[src/hw/rtl/midi_track_event_parser_unit_assert.svh]
// assertion macros for the track event parser
// both forms sample on aclk and are off while aresetn is low
`ifndef MIDI_TRACK_EVENT_PARSER_UNIT_ASSERT_SVH
`define MIDI_TRACK_EVENT_PARSER_UNIT_ASSERT_SVH

// condition implies property in the same cycle
`define MTEP_ASSERT_NOW(label, cond, prop) \
    label: assert property (@(posedge aclk) disable iff (!aresetn) (cond) |-> (prop)) \
        else $error("mtep: same-cycle check failed");

// condition implies property in the next cycle
`define MTEP_ASSERT_NEXT(label, cond, prop) \
    label: assert property (@(posedge aclk) disable iff (!aresetn) (cond) |=> (prop)) \
        else $error("mtep: next-cycle check failed");

`endif

[src/hw/rtl/mtep_pkg.sv]
`timescale 1ns / 1ps

package mtep_pkg;

    typedef enum logic [3:0] {
        PH_DELTA      = 4'd0,
        PH_STATUS     = 4'd1,
        PH_DATA1      = 4'd2,
        PH_DATA2      = 4'd3,
        PH_META_TYPE  = 4'd4,
        PH_META_LEN   = 4'd5,
        PH_META_BODY  = 4'd6,
        PH_SYSEX_LEN  = 4'd7,
        PH_SYSEX_BODY = 4'd8
    } phase_t;

    typedef enum logic [2:0] {
        KIND_OFF   = 3'd0,
        KIND_ON    = 3'd1,
        KIND_TEMPO = 3'd2,
        KIND_END   = 3'd3,
        KIND_ERROR = 3'd4
    } kind_t;

    localparam int VCNT_W  = 3;
    localparam int TICK_W  = 32;
    localparam int TEMPO_W = 24;

    localparam logic [7:0] META_END      = 8'h2f;
    localparam logic [7:0] META_TEMPO    = 8'h51;
    localparam logic [7:0] STAT_META     = 8'hff;
    localparam logic [7:0] STAT_SYSEX    = 8'hf0;
    localparam logic [7:0] STAT_ESCAPE   = 8'hf7;
    localparam logic [7:0] STAT_SYSTEM   = 8'hf0;
    localparam logic [7:0] STAT_NOTE_OFF = 8'h80;
    localparam logic [7:0] STAT_NOTE_ON  = 8'h90;
    localparam logic [7:0] STAT_PROGRAM  = 8'hc0;
    localparam logic [7:0] STAT_PRESSURE = 8'hd0;

    typedef struct packed {
        phase_t              phase;
        logic [7:0]          running_status;
        logic [7:0]          current_status;
        logic [VCNT_W-1:0]   var_count;
        logic [TICK_W-1:0]   abs_tick;
        logic [7:0]          meta_type;
        logic [7:0]          first_data;
        logic [TEMPO_W-1:0]  tempo_collect;
        logic                halted;
    } parse_state_t;

    typedef struct packed {
        kind_t               kind;
        logic [3:0]          channel;
        logic [7:0]          note;
        logic [7:0]          velocity;
        logic [TEMPO_W-1:0]  tempo;
        logic [TICK_W-1:0]   tick;
    } event_t;

    localparam parse_state_t STATE_RESET = '{
        phase:          PH_DELTA,
        running_status: 8'h00,
        current_status: 8'h00,
        var_count:      {VCNT_W{1'b0}},
        abs_tick:       {TICK_W{1'b0}},
        meta_type:      8'h00,
        first_data:     8'h00,
        tempo_collect:  {TEMPO_W{1'b0}},
        halted:         1'b0
    };

endpackage

[src/hw/rtl/mtep_decode.sv]
`timescale 1ns / 1ps

module mtep_decode #(
    parameter int MAX_VAR_BYTES = 4
) (
    input  logic [7:0]                   byte_in,
    input  logic                         track_start,
    input  logic                         track_end,
    input  mtep_pkg::parse_state_t       state_in,
    input  logic [7*MAX_VAR_BYTES-1:0]   var_in,
    input  logic [7*MAX_VAR_BYTES-1:0]   skip_in,
    output mtep_pkg::parse_state_t       state_out,
    output logic [7*MAX_VAR_BYTES-1:0]   var_out,
    output logic [7*MAX_VAR_BYTES-1:0]   skip_out,
    output logic                         ev_valid,
    output mtep_pkg::event_t             ev
);

    localparam int VAR_W     = 7 * MAX_VAR_BYTES;
    localparam int CNT_INC_W = mtep_pkg::VCNT_W + 1;
    localparam int SUM_W     = ((VAR_W > mtep_pkg::TICK_W) ? VAR_W : mtep_pkg::TICK_W) + 1;

    mtep_pkg::parse_state_t  cur;
    mtep_pkg::parse_state_t  nxt;
    logic [VAR_W-1:0]        cur_var;
    logic [VAR_W-1:0]        cur_skip;
    logic [VAR_W+6:0]        var_cat;
    logic [VAR_W-1:0]        var_take;
    logic [VAR_W-1:0]        skip_dec;
    logic [CNT_INC_W-1:0]    cnt_inc;
    logic                    var_more;
    logic                    var_err;
    logic [SUM_W-1:0]        tick_sum;
    logic                    tick_ovf;
    logic                    fail;
    logic                    meta_done;
    logic                    var_clear;

    function automatic logic is_short_msg(input logic [7:0] status);
        return (status[7:4] == mtep_pkg::STAT_PROGRAM[7:4]) ||
               (status[7:4] == mtep_pkg::STAT_PRESSURE[7:4]);
    endfunction

    // track start restarts the parse before the byte is looked at
    assign cur      = track_start ? mtep_pkg::STATE_RESET : state_in;
    assign cur_var  = track_start ? {VAR_W{1'b0}} : var_in;
    assign cur_skip = track_start ? {VAR_W{1'b0}} : skip_in;

    assign var_cat  = {cur_var, byte_in[6:0]};
    assign var_take = var_cat[VAR_W-1:0];
    assign skip_dec = cur_skip - VAR_W'(1);
    assign cnt_inc  = {1'b0, cur.var_count} + CNT_INC_W'(1);
    assign var_more = byte_in[7];
    assign var_err  = byte_in[7] && (cnt_inc >= CNT_INC_W'(MAX_VAR_BYTES));
    assign tick_sum = SUM_W'(cur.abs_tick) + SUM_W'(var_take);
    assign tick_ovf = |tick_sum[SUM_W-1:mtep_pkg::TICK_W];

    always_comb begin
        nxt         = cur;
        var_out     = cur_var;
        skip_out    = cur_skip;
        ev_valid    = 1'b0;
        ev          = '0;
        fail        = 1'b0;
        meta_done   = 1'b0;
        var_clear   = 1'b0;

        if (!cur.halted) begin
            case (cur.phase)
                mtep_pkg::PH_DELTA: begin
                    var_out = var_take;
                    if (var_err) begin
                        fail = 1'b1;
                    end else if (var_more) begin
                        nxt.var_count = cnt_inc[mtep_pkg::VCNT_W-1:0];
                    end else begin
                        nxt.var_count = '0;
                        if (tick_ovf) begin
                            fail = 1'b1;
                        end else begin
                            nxt.abs_tick = tick_sum[mtep_pkg::TICK_W-1:0];
                            nxt.phase    = mtep_pkg::PH_STATUS;
                        end
                    end
                end
                mtep_pkg::PH_STATUS: begin
                    if (!byte_in[7]) begin
                        // running status: this byte is already the first data byte
                        if (!cur.running_status[7] ||
                            cur.running_status >= mtep_pkg::STAT_SYSTEM) begin
                            fail = 1'b1;
                        end else begin
                            nxt.current_status = cur.running_status;
                            nxt.first_data     = byte_in;
                            if (is_short_msg(cur.running_status)) begin
                                nxt.phase = mtep_pkg::PH_DELTA;
                                var_clear = 1'b1;
                            end else begin
                                nxt.phase = mtep_pkg::PH_DATA2;
                            end
                        end
                    end else if (byte_in == mtep_pkg::STAT_META) begin
                        nxt.phase = mtep_pkg::PH_META_TYPE;
                    end else if (byte_in == mtep_pkg::STAT_SYSEX ||
                                 byte_in == mtep_pkg::STAT_ESCAPE) begin
                        var_clear = 1'b1;
                        nxt.phase = mtep_pkg::PH_SYSEX_LEN;
                    end else if (byte_in >= mtep_pkg::STAT_SYSTEM) begin
                        fail = 1'b1;
                    end else begin
                        nxt.running_status = byte_in;
                        nxt.current_status = byte_in;
                        nxt.phase          = mtep_pkg::PH_DATA1;
                    end
                end
                mtep_pkg::PH_DATA1: begin
                    nxt.first_data = byte_in;
                    if (is_short_msg(cur.current_status)) begin
                        nxt.phase = mtep_pkg::PH_DELTA;
                        var_clear = 1'b1;
                    end else begin
                        nxt.phase = mtep_pkg::PH_DATA2;
                    end
                end
                mtep_pkg::PH_DATA2: begin
                    nxt.phase = mtep_pkg::PH_DELTA;
                    var_clear = 1'b1;
                    if (cur.current_status[7:4] == mtep_pkg::STAT_NOTE_ON[7:4] &&
                        byte_in != 8'h00) begin
                        ev_valid = 1'b1;
                        ev.kind  = mtep_pkg::KIND_ON;
                    end else if (cur.current_status[7:4] == mtep_pkg::STAT_NOTE_ON[7:4] ||
                                 cur.current_status[7:4] == mtep_pkg::STAT_NOTE_OFF[7:4]) begin
                        ev_valid = 1'b1;
                        ev.kind  = mtep_pkg::KIND_OFF;
                    end
                    ev.channel  = cur.current_status[3:0];
                    ev.note     = cur.first_data;
                    ev.velocity = byte_in;
                end
                mtep_pkg::PH_META_TYPE: begin
                    nxt.meta_type = byte_in;
                    var_clear     = 1'b1;
                    nxt.phase     = mtep_pkg::PH_META_LEN;
                end
                mtep_pkg::PH_META_LEN: begin
                    var_out = var_take;
                    if (var_err) begin
                        fail = 1'b1;
                    end else if (var_more) begin
                        nxt.var_count = cnt_inc[mtep_pkg::VCNT_W-1:0];
                    end else begin
                        nxt.var_count     = '0;
                        skip_out          = var_take;
                        nxt.tempo_collect = '0;
                        // a tempo meta of the wrong length is skipped as a plain meta
                        if (cur.meta_type == mtep_pkg::META_TEMPO && var_take != VAR_W'(3)) begin
                            nxt.meta_type = 8'h00;
                        end
                        if (var_take == '0) begin
                            meta_done = 1'b1;
                        end else begin
                            nxt.phase = mtep_pkg::PH_META_BODY;
                        end
                    end
                end
                mtep_pkg::PH_META_BODY: begin
                    nxt.tempo_collect = {cur.tempo_collect[mtep_pkg::TEMPO_W-9:0], byte_in};
                    skip_out          = skip_dec;
                    if (skip_dec == '0) begin
                        meta_done = 1'b1;
                    end
                end
                mtep_pkg::PH_SYSEX_LEN: begin
                    var_out = var_take;
                    if (var_err) begin
                        fail = 1'b1;
                    end else if (var_more) begin
                        nxt.var_count = cnt_inc[mtep_pkg::VCNT_W-1:0];
                    end else begin
                        nxt.var_count = '0;
                        skip_out      = var_take;
                        if (var_take == '0) begin
                            nxt.phase = mtep_pkg::PH_DELTA;
                            var_clear = 1'b1;
                        end else begin
                            nxt.phase = mtep_pkg::PH_SYSEX_BODY;
                        end
                    end
                end
                mtep_pkg::PH_SYSEX_BODY: begin
                    skip_out = skip_dec;
                    if (skip_dec == '0) begin
                        nxt.phase = mtep_pkg::PH_DELTA;
                        var_clear = 1'b1;
                    end
                end
                default: begin
                    fail = 1'b1;
                end
            endcase

            if (meta_done) begin
                nxt.phase = mtep_pkg::PH_DELTA;
                var_clear = 1'b1;
                if (nxt.meta_type == mtep_pkg::META_END) begin
                    ev_valid   = 1'b1;
                    ev.kind    = mtep_pkg::KIND_END;
                    nxt.halted = 1'b1;
                end else if (nxt.meta_type == mtep_pkg::META_TEMPO) begin
                    ev_valid = 1'b1;
                    ev.kind  = mtep_pkg::KIND_TEMPO;
                    ev.tempo = nxt.tempo_collect;
                end
            end

            if (var_clear) begin
                var_out       = '0;
                nxt.var_count = '0;
            end

            // the last byte of a track must close the event in progress
            if (track_end) begin
                if (!fail && !ev_valid &&
                    (nxt.phase != mtep_pkg::PH_DELTA || nxt.var_count != '0)) begin
                    fail = 1'b1;
                end
                nxt.halted = 1'b1;
            end

            if (fail) begin
                nxt.halted = 1'b1;
                ev_valid   = 1'b1;
                ev         = '0;
                ev.kind    = mtep_pkg::KIND_ERROR;
            end
        end

        ev.tick   = nxt.abs_tick;
        state_out = nxt;
    end

endmodule

[src/hw/rtl/midi_track_event_parser_unit.sv]
`timescale 1ns / 1ps
// channel  direction  transaction                        sideband
// s_       in         one byte of a track chunk body     tlast = last byte, tuser = first byte
// m_       out        one parsed event                   tuser = event kind
//
// one byte is taken every cycle while s_tready is high; the parse state and the event
// are settled in the same cycle by the decoder and captured in the state and result
// registers. a byte that yields an event is taken as fast as a byte that yields none.
// s_tready drops only while the result register is full and m_tready is low.
// aresetn clears the parse state and the result valid flag.

`include "midi_track_event_parser_unit_assert.svh"

module midi_track_event_parser_unit #(
    parameter int MAX_VAR_BYTES = 4
) (
    input  logic        aclk,
    input  logic        aresetn,

    input  logic        s_tvalid,
    output logic        s_tready,
    input  logic [7:0]  s_tdata,   // data_byte [7:0]
    input  logic        s_tlast,   // track_end
    input  logic        s_tuser,   // track_start

    output logic        m_tvalid,
    input  logic        m_tready,
    output logic [79:0] m_tdata,   // channel [3:0], note [11:4], velocity [19:12],
                                   // tempo [43:20], tick [75:44], zero [79:76]
    output logic [2:0]  m_tuser    // event_kind [2:0]
);

    localparam int VAR_W = 7 * MAX_VAR_BYTES;

    mtep_pkg::parse_state_t  state_reg;
    mtep_pkg::parse_state_t  state_next;
    logic [VAR_W-1:0]        var_reg;
    logic [VAR_W-1:0]        var_next;
    logic [VAR_W-1:0]        skip_reg;
    logic [VAR_W-1:0]        skip_next;
    logic                    ev_valid;
    mtep_pkg::event_t        ev;
    logic                    s_acc;
    logic                    m_tvalid_reg;
    mtep_pkg::event_t        out_reg;

    assign s_tready = !m_tvalid_reg || m_tready;
    assign s_acc    = s_tvalid && s_tready;

    mtep_decode #(
        .MAX_VAR_BYTES (MAX_VAR_BYTES)
    ) u_decode (
        .byte_in     (s_tdata),
        .track_start (s_tuser),
        .track_end   (s_tlast),
        .state_in    (state_reg),
        .var_in      (var_reg),
        .skip_in     (skip_reg),
        .state_out   (state_next),
        .var_out     (var_next),
        .skip_out    (skip_next),
        .ev_valid    (ev_valid),
        .ev          (ev)
    );

    always_ff @(posedge aclk) begin
        if (!aresetn) begin
            state_reg    <= mtep_pkg::STATE_RESET;
            var_reg      <= '0;
            skip_reg     <= '0;
            m_tvalid_reg <= 1'b0;
        end else begin
            if (s_acc) begin
                state_reg <= state_next;
                var_reg   <= var_next;
                skip_reg  <= skip_next;
            end
            if (s_acc && ev_valid) begin
                m_tvalid_reg <= 1'b1;
            end else if (m_tready) begin
                m_tvalid_reg <= 1'b0;
            end
        end
    end

    always_ff @(posedge aclk) begin
        if (s_acc && ev_valid) begin
            out_reg <= ev;
        end
    end

    assign m_tvalid = m_tvalid_reg;
    assign m_tuser  = out_reg.kind;
    assign m_tdata  = {4'b0000, out_reg.tick, out_reg.tempo, out_reg.velocity,
                       out_reg.note, out_reg.channel};

    // a full result register must hold off the input side
    `MTEP_ASSERT_NOW(a_no_overrun, m_tvalid_reg && !m_tready, !s_tready)
    // an event from an accepted byte shows up on the next cycle
    `MTEP_ASSERT_NEXT(a_event_lands, s_acc && ev_valid, m_tvalid_reg)
    // a halted parser stays silent until the next track start
    `MTEP_ASSERT_NOW(a_halt_silent, s_acc && state_reg.halted && !s_tuser, !ev_valid)
    // the last byte of a track always leaves the parser halted
    `MTEP_ASSERT_NEXT(a_last_halts, s_acc && s_tlast, state_reg.halted)

endmodule
[config.mk]
export PLATFORM = sky130hd
export DESIGN_NAME = midi_track_event_parser_unit
export DESIGN_NICKNAME = d
export VERILOG_FILES = /design/src/hw/rtl/mtep_pkg.sv /design/src/hw/rtl/mtep_decode.sv /design/src/hw/rtl/midi_track_event_parser_unit.sv
export VERILOG_INCLUDE_DIRS = /design/src /design/src/hw/rtl
export SDC_FILE = /design/constraint.sdc
export NUM_CORES = 1
export LEC_CHECK = 0
export BUFFER_PORTS_ARGS = -buffer_cell sky130_fd_sc_hd__buf_2
export CORE_UTILIZATION = 44
export CTS_CLUSTER_SIZE = 28
export DETAILED_ROUTE_END_ITERATION = 7
export GPL_ROUTABILITY_DRIVEN = 0
export HOLD_SLACK_MARGIN = 0.05
export SYNTH_ARGS = -nofsm -noshare
export SYNTH_HDL_FRONTEND = slang
export SYNTH_HIERARCHICAL = 1
export SYNTH_SLANG_ARGS = --single-unit
[constraint.sdc]
create_clock -name aclk -period 21.7 [get_ports aclk]
set_input_delay 2.17 -clock aclk [delete_from_list [all_inputs] [get_ports aclk]]
set_output_delay 2.17 -clock aclk [all_outputs]
set_load 0.02 [all_outputs]
**After elaboration in Yosys (flattened, before gate mapping)**

Index checks and enable logic that the tools add are counted.
Widths: inputs -> output; s select.

- Register bits after elaboration: 232
- Logic and storage cells: 192

- Magnitude comparators: 3
- Muxes and demuxes: 110
- Equality and inequality tests: 21
- Reduce and logical (&&, ||, !) cells: 33
- $add $sub $neg: 3
- Bitwise logic cells: 3

Operators with widths:

| kind | number |
|---|---|
| $mux 28 | 8 |
| $mux 96 | 2 |
| $mux 24 | 5 |
| $mux 32 | 3 |
| $mux 79 | 1 |
| $mux 8 | 9 |
| $mux 4 | 16 |
| $logic_not 28->1 | 2 |
| $pmux 28 s2 | 1 |
| $mux 16 | 3 |
| $pmux 24 s2 | 1 |
| $mux 1 | 42 |
| $mux 35 | 1 |
| $add 32x28->33 | 1 |
| $pmux 4 s8 | 1 |
| $pmux 8 s2 | 2 |
| $eq 4x4->1 const B | 7 |
| $ne 28x2->1 const B | 1 |
| $sub 28x1->28 const B | 1 |
| $eq 8x8->1 const B | 3 |
| $mux 23 | 1 |
| $mux 3 | 7 |
| $mux 20 | 1 |
| $eq 4x3->1 const B | 4 |
| other kinds (24) | 50 |

**Logic depth before layout (Yosys ltp)**

Gate-level depths: netlist of run 1.

- Depth after elaboration: 23
- Mapped depth: 24
- Depth with buffers taken out: 15

**Cells and area by module**

The synthesis of run 1 kept the hierarchy.

By module, submodules not included:

| module | area each (um2) | cells each | seq. area each (um2) | instances |
|---|---|---|---|---|
| midi_track_event_parser_unit | 8450.6 | 749 | 5435.2 | 1 |
| mtep_decode | 7209.4 | 1187 | 0.0 | 1 |

**Worst setup path before layout of run 1**

No wires, ideal clock.

- Path kind: input to register
- From: input port s_tuser
- To: register out_reg, in the netlist m_tdata[0], enable pin
- Data arrival time: 9.900 ns
- Slack: 11.274 ns
- Library setup time: 0.526 ns
- Cell stages on the path: 21
- Data required time: 21.174 ns
- Cells stage by stage: clkbuf_8 -> clkbuf_1 -> clkbuf_1 -> buf_6 -> clkbuf_8 -> buf_6 -> clkbuf_1 -> clkbuf_1 -> nor2_1 -> ha_1 -> nand3_1 -> a2111oi_0 -> nand3_1 -> a2111oi_0 -> o31ai_1 -> a31oi_1 -> nor2_1 -> a41oi_1 -> o31a_1 -> nand2_1 -> nor2b_1

- Cells in the longest elaborated chain, start to end: 22
- Elaborated cells between the ends (all ways): 112

RTL lines:

| element | RTL line | RTL |
|---|---|---|
| from (decl) | midi_track_event_parser_unit.sv:24 | `input logic s_tuser,` |
| parallel branches: the longest is 20 deep, another holds $sub 28x1->28 | - |  |
| $mux 1 * | mtep_decode.sv:68 | `if (!cur.halted) begin` |
| net ev_valid | midi_track_event_parser_unit.sv:41 | `logic ev_valid;` |
| $logic_and 1x1->1 * | midi_track_event_parser_unit.sv:87 | `if (s_acc && ev_valid) begin` |
| to (signal assigned) | midi_track_event_parser_unit.sv:88 | `out_reg <= ev;` |
| to (decl) | midi_track_event_parser_unit.sv:45 | `mtep_pkg::event_t out_reg;` |

Mark *: on every way through the listed nets, which the timed path passes. The select of a mux whose other input is x is not followed.
A chain may end at the register's enable or synchronous reset.

**Worst setup path after layout of run 1**

- From: input port s_tuser
- To: register out_reg, in the netlist m_tdata[66], enable pin

Same word-level chain as after synthesis.

==> flow_summary.json, run 1 <==
{
  "r2r_start": "skip_reg[1]",
  "setup.worst_path.end_class": "flip-flop",
  "grt_pass1_wl_um": 68200,
  "cts_tree": "yes",
  "synth_warnings": 6,
  "fp.dieH_um": 189,
  "cp_top_family": "buffers and inverters",
  "met1_usage_pct": 34.9,
  "grtUsageTotal_pct": 23.5,
  "core-area_um2": 33900,
  "n_antenna_cell": 0,
  "io_pins": 99,
  "period_share_pct": 36.9,
  "vias": 13800,
  "firstDrtPassIters": 6,
  "holdBufCountCts": 0,
  "routedWlPerCell_um": 18.5,
  "cp_num_buf_inv": 4,
  "grt_overflow_total": 0,
  "powerDensity_nw_per_um2": 63.2,
  "startpoint": "s_tuser",
  "postPlaceCellArea_um2": 15500,
  "h-tree-depth": 1,
  "fin_setup_tns_ns": 0,
  "syn_area_per_cell_um2": 8.06,
  "dieArea_um2": 35600,
  "ir_drop_mv": 0.0516,
  "stdcell_area_um2": 16400,
  "max_cap_violations": 0,
  "die_x_um": 189,
  "viasPerCell": 5.92,
  "cpMaxStageDelayCell": "buf_4",
  "path_max_fanout": 84,
  "grt_busiest_layer": "met2",
  "hold_viol": 0,
  "largest_reg_flops": 96,
  "grt.met2_usage_pct": 35.9,
  "start_util_pct": 45.3,
  "final_common_cell": "nand2_1",
  "drt_wl_total_um": 43200,
  "final_cell_mix": "482 x nand2_1, 150 x mux2i_1, 146 x dfxtp_1, 107 x a21oi_1, 96 x nor2_1",
  "worstHoldStart": "state_reg[41]",
  "cp_cell_sequence": "buf_4, buf_4, nor2b_1, ha_1, o21ai_1, a2111oi_0, nand3_1, a2111oi_0, buf_4, o31ai_1, a31oi_1, nor2_1, a41oi_1, o31a_1, nand2_1, nor2b_4, buf_4",
  "placementRows": 67,
  "clock_skew_ns": 0.0233,
  "dr.first_iter.drc_count": 1255,
  "slew_viol_final": 0,
  "max-slew-margin-rel_pct": 22.4,
  "critPathLaunchType": "input pin",
  "cp_common_cell": "buf_4",
  "slowest_delay_ns": 0.84,
  "syn_inst": 1901,
  "fmax_mhz": 125,
  "worstSetupPathType": "in2reg",
  "setup_violations": 0,
  "final_antenna_net_count": 0,
  "numClockSinks": 225,
  "post-dp-hpwl_um": 28800,
  "cts-root-buf": "clkbuf_16",
  "cts_made_buffers": 25,
  "grt_max_degree": 105,
  "post_cts_buffers": 0,
  "grt_pass1_vias": 12500,
  "clk_pin_slew_ns": 0.06,
  "cts_resized": 0,
  "worst-endpoint-required_ns": 21.87,
  "nets": 1912,
  "leakage_nw": 6.19,
  "hold_class": "reg2reg",
  "grtUsageMet3_pct": 3.00,
  "clock_path_buffers": 3,
  "port-buffer-count": 94,
  "worst_pin_slew_ns": 1.16,
  "drive_above_1_share_pct": 11.2,
  "antenna_found_initial": 0,
  "fin_crit_ns": 8.01,
  "outcome": "completed",
  "fillCellCount": 3352,
  "final_util_pct": 48.5,
  "area_growth_pct": 7.13,
  "rsz0062_at_grt": "no",
  "syn_area_um2": 15300,
  "route.detailed.drc": 0,
  "worstPathArrival_ns": 8.18,
  "clk_latency_ns": 0.56
}
==> worst paths after layout <==
check,to,slack (ns),cells past startpoint
max,m_tdata[66],13.69,17
min,state_reg[41],0.45,2
max reg2reg,m_tdata[66],16.38,13
min reg2reg,state_reg[41],0.45,2
==> through the flow <==
step	setup WS [ns]	hold WS [ns]	cells	total power [mW]
final	13.69	0.452	2333	1.04
after global placement	13.31	0.440	2287	0.570
after CTS	13.70	0.455	2333	1.05
after global routing	13.17	0.481	2333	1.07
after floorplan	11.27	0.430	1904	0.548
after detailed placement	13.17	0.442	2287	0.570
==> tightest hold or removal path: stages (launching register included) <==
cell     delay [ns]
dfxtp_1        0.31
nand2_1        0.05
mux2i_1        0.05
==> layout make-up <==
| class | count | area, um^2 | share of cell area, % |
|---|---|---|---|
| inverter | 26 | 97.6 | 0.594 |
| multi-input combinational | 1477 | 8940 | 54.5 |
| clock inverter | 16 | 249 | 1.52 |
| clock buffer | 30 | 664 | 4.05 |
| sequential | 225 | 5300 | 32.2 |
| timing repair buffer | 111 | 609 | 3.71 |
| tap | 448 | 561 | 3.41 |
==> power by group <==
group	switching [mW]	total, mW	internal, mW
Sequential	0.00512	0.452	0.447
Combinational	0.0794	0.111	0.0314
Clock	0.184	0.474	0.291
Total	0.268	1.04	0.769
==> routing by layer <==
metal  up-vias  wire (um)
li1       6651          -
met1      6593      20700
met2       497      18900
met3        71       2940
met4         0        677
met5         -          0
No activity file was read; power rests on OpenSTA's default activity.
==> run 2: changes to the inputs <==
--- a/config.mk
+++ b/config.mk
@@ -6,6 +6,7 @@
 export SDC_FILE = /design/constraint.sdc
 export NUM_CORES = 1
 export LEC_CHECK = 0
+export ABC_AREA = 1
 export BUFFER_PORTS_ARGS = -buffer_cell sky130_fd_sc_hd__buf_2
 export CORE_UTILIZATION = 44
 export CTS_CLUSTER_SIZE = 28
==> constraint.sdc (replaced) <==
create_clock -name aclk -period 8.3 [get_ports aclk]
set_input_delay 0.83 -clock aclk [delete_from_list [all_inputs] [get_ports aclk]]
set_output_delay 0.83 -clock aclk [all_outputs]
set_load 0.02 [all_outputs]
==> flow_summary.json, run 2 <==
{
  "max-slew-margin-rel_pct": 26.3,
  "final_antenna_net_count": 0,
  "cpMaxStageDelayCell": "inv_4",
  "critPathLaunchType": "input pin",
  "p_seq_share_pct": 38.5,
  "worstPathArrival_ns": 5.87,
  "reg2reg_depth": 23,
  "max_cap_violations": 0,
  "fmax_mhz": 176,
  "post-dp-hpwl_um": 34500,
  "grt_busiest_layer": "met2",
  "grtUsageMet3_pct": 2.45,
  "cp_cell_sequence": "buf_2, inv_4, nand2_2, inv_1, ha_1, a21oi_1, o21ai_0, a21oi_1, o21ai_0, nand4_1, nand3_1, buf_4, nand3_1, nand2_1, a21oi_1, nor2_1, nand2_1, nand2_2, nand2_1, nand2_1, nand2_1, inv_1, nor2_4, buf_4",
  "fin_crit_ns": 5.68,
  "start_util_pct": 44.9,
  "slowest_delay_ns": 0.60,
  "grt_pass1_wl_um": 80400,
  "holdBufCountCts": 0,
  "grt_pass1_vias": 15000,
  "clock_path_buffers": 3,
  "drt_wl_total_um": 50500,
  "cts_made_buffers": 27,
  "area_growth_pct": 6.32,
  "p_total_mw": 3.40,
  "route.detailed.drc": 0,
  "hold_class": "reg2reg",
  "internal_power_mw": 2.20,
  "multi_input_area_um2": 8810,
  "dieArea_um2": 38200,
  "cts_resized": 0,
  "clock_skew_ns": 0.0314,
  "syn_area_per_cell_um2": 6.39,
  "n_antenna_cell": 0,
  "powerDensity_nw_per_um2": 194,
  "grtUsageTotal_pct": 25.9,
  "final_cell_mix": "549 x nand2_1, 360 x nor2_1, 347 x inv_1, 229 x a21oi_1, 202 x nand3_1",
  "firstDrtPassIters": 8,
  "slew_viol_final": 0,
  "cp_common_cell": "nand2_1",
  "syn_area_um2": 16500,
  "grt.met2_usage_pct": 41.6,
  "leakage_nw": 8.27,
  "rsz0062_at_grt": "no",
  "port-buffer-count": 94,
  "r2r_slack_ns": 3.35,
  "pwr-share-clk_pct": 33.8,
  "largest_reg_flops": 96,
  "postPlaceCellArea_um2": 16700,
  "cts-root-buf": "clkbuf_16",
  "outcome": "completed",
  "syn_inst": 2579,
  "dr.first_iter.drc_count": 1679,
  "cts_tree": "yes",
  "synth_warnings": 6,
  "drive_above_1_share_pct": 8.29,
  "hold_viol": 0,
  "register_area_um2": 5300,
  "crit_path_end": "m_tdata[32]",
  "path_max_fanout": 63,
  "vias": 16700,
  "grt_max_degree": 110,
  "final_common_cell": "nand2_1",
  "worstSetupPathType": "in2reg",
  "die_x_um": 195,
  "h-tree-depth": 1,
  "period_share_pct": 68.4,
  "comb_power_share_pct": 27.7,
  "setup.worst_path.end_class": "flip-flop",
  "clk_latency_ns": 0.57,
  "fin_setup_tns_ns": 0,
  "io_pins": 99,
  "placementRows": 70,
  "fp.dieH_um": 195,
  "nets": 2583,
  "stdcell_area_um2": 17500,
  "setup_violations": 0,
  "swShare_pct": 35.4,
  "core-area_um2": 36700,
  "viasPerCell": 5.52,
  "post_cts_buffers": 0,
  "fillCellCount": 3796,
  "routedWlPerCell_um": 16.7,
  "reg2reg_to": "m_tdata[32]",
  "ir_drop_mv": 0.141,
  "numClockSinks": 225,
  "antenna_found_initial": 0,
  "clk_pin_slew_ns": 0.06,
  "power_switching_mw": 1.20,
  "met1_usage_pct": 36.7,
  "grt_overflow_total": 0,
  "worst_pin_slew_ns": 1.11,
  "startpoint": "s_tuser",
  "worst-endpoint-required_ns": 8.50,
  "r2r_start": "state_reg[41]"
}
-- run 2: cell type report --
class | instances | area share [%]
clock buffer | 31 | 3.94
clock inverter | 19 | 0.865
inverter | 361 | 7.75
multi-input combinational | 1809 | 50.3
sequential | 225 | 30.2
tap | 468 | 3.34
timing repair buffer | 113 | 3.57
-- run 2: how the worst min path moves through the flow --
stage | from | slack (ns) | depth (start not counted) | endpoint
6_report | state_reg[31] | 0.48 | 2 | state_reg[31]
5_1_grt | var_reg[12] | 0.50 | 2 | var_reg[12]
4_1_cts | var_reg[5] | 0.48 | 2 | var_reg[5]
3_5_place_dp | var_reg[10] | 0.47 | 2 | var_reg[10]
3_3_place_gp | var_reg[10] | 0.46 | 2 | var_reg[10]
2_1_floorplan | state_reg[0] | 0.45 | 2 | state_reg[0]
-- run 2: power by group through the flow --
stage	clock network, mW	logic, mW	registers, mW
floorplan	0	0.692	1.37
global placement	0	0.914	1.33
detailed placement	0	0.928	1.33
CTS	1.18	0.931	1.31
global route	1.22	1.05	1.32
finish	1.15	0.943	1.31
-- run 2: per-layer routing --
metal  share of wire, %  up-vias
met4                2.5        0
met1                 46     7667
met2                 44      655
met3                7.3       88
li1                   -     8295
met5                  0        -
-- run 2: through the flow --
step | hold WS, ns | util (%) | setup slack (ns) | std cells
after detailed placement | 0.468 | 45.4 | 2.16 | 2976
after floorplan | 0.450 | - | 0.317 | 2582
final | 0.480 | 47.7 | 2.62 | 3026
after CTS | 0.484 | 47.7 | 2.72 | 3026
after global placement | 0.461 | 45.4 | 2.29 | 2976
after global routing | 0.504 | 47.7 | 2.12 | 3026
-- run 2: critical path: cells and delay by family --
| kind | cells | cell delay [ns] |
|---|---|---|
| AO/OA/AOI/OAI | 5 | 1.33 |
| adder cells (fa/ha/maj) | 1 | 0.33 |
| AND/OR/NAND/NOR | 12 | 1.56 |
| buffers and inverters | 6 | 1.68 |
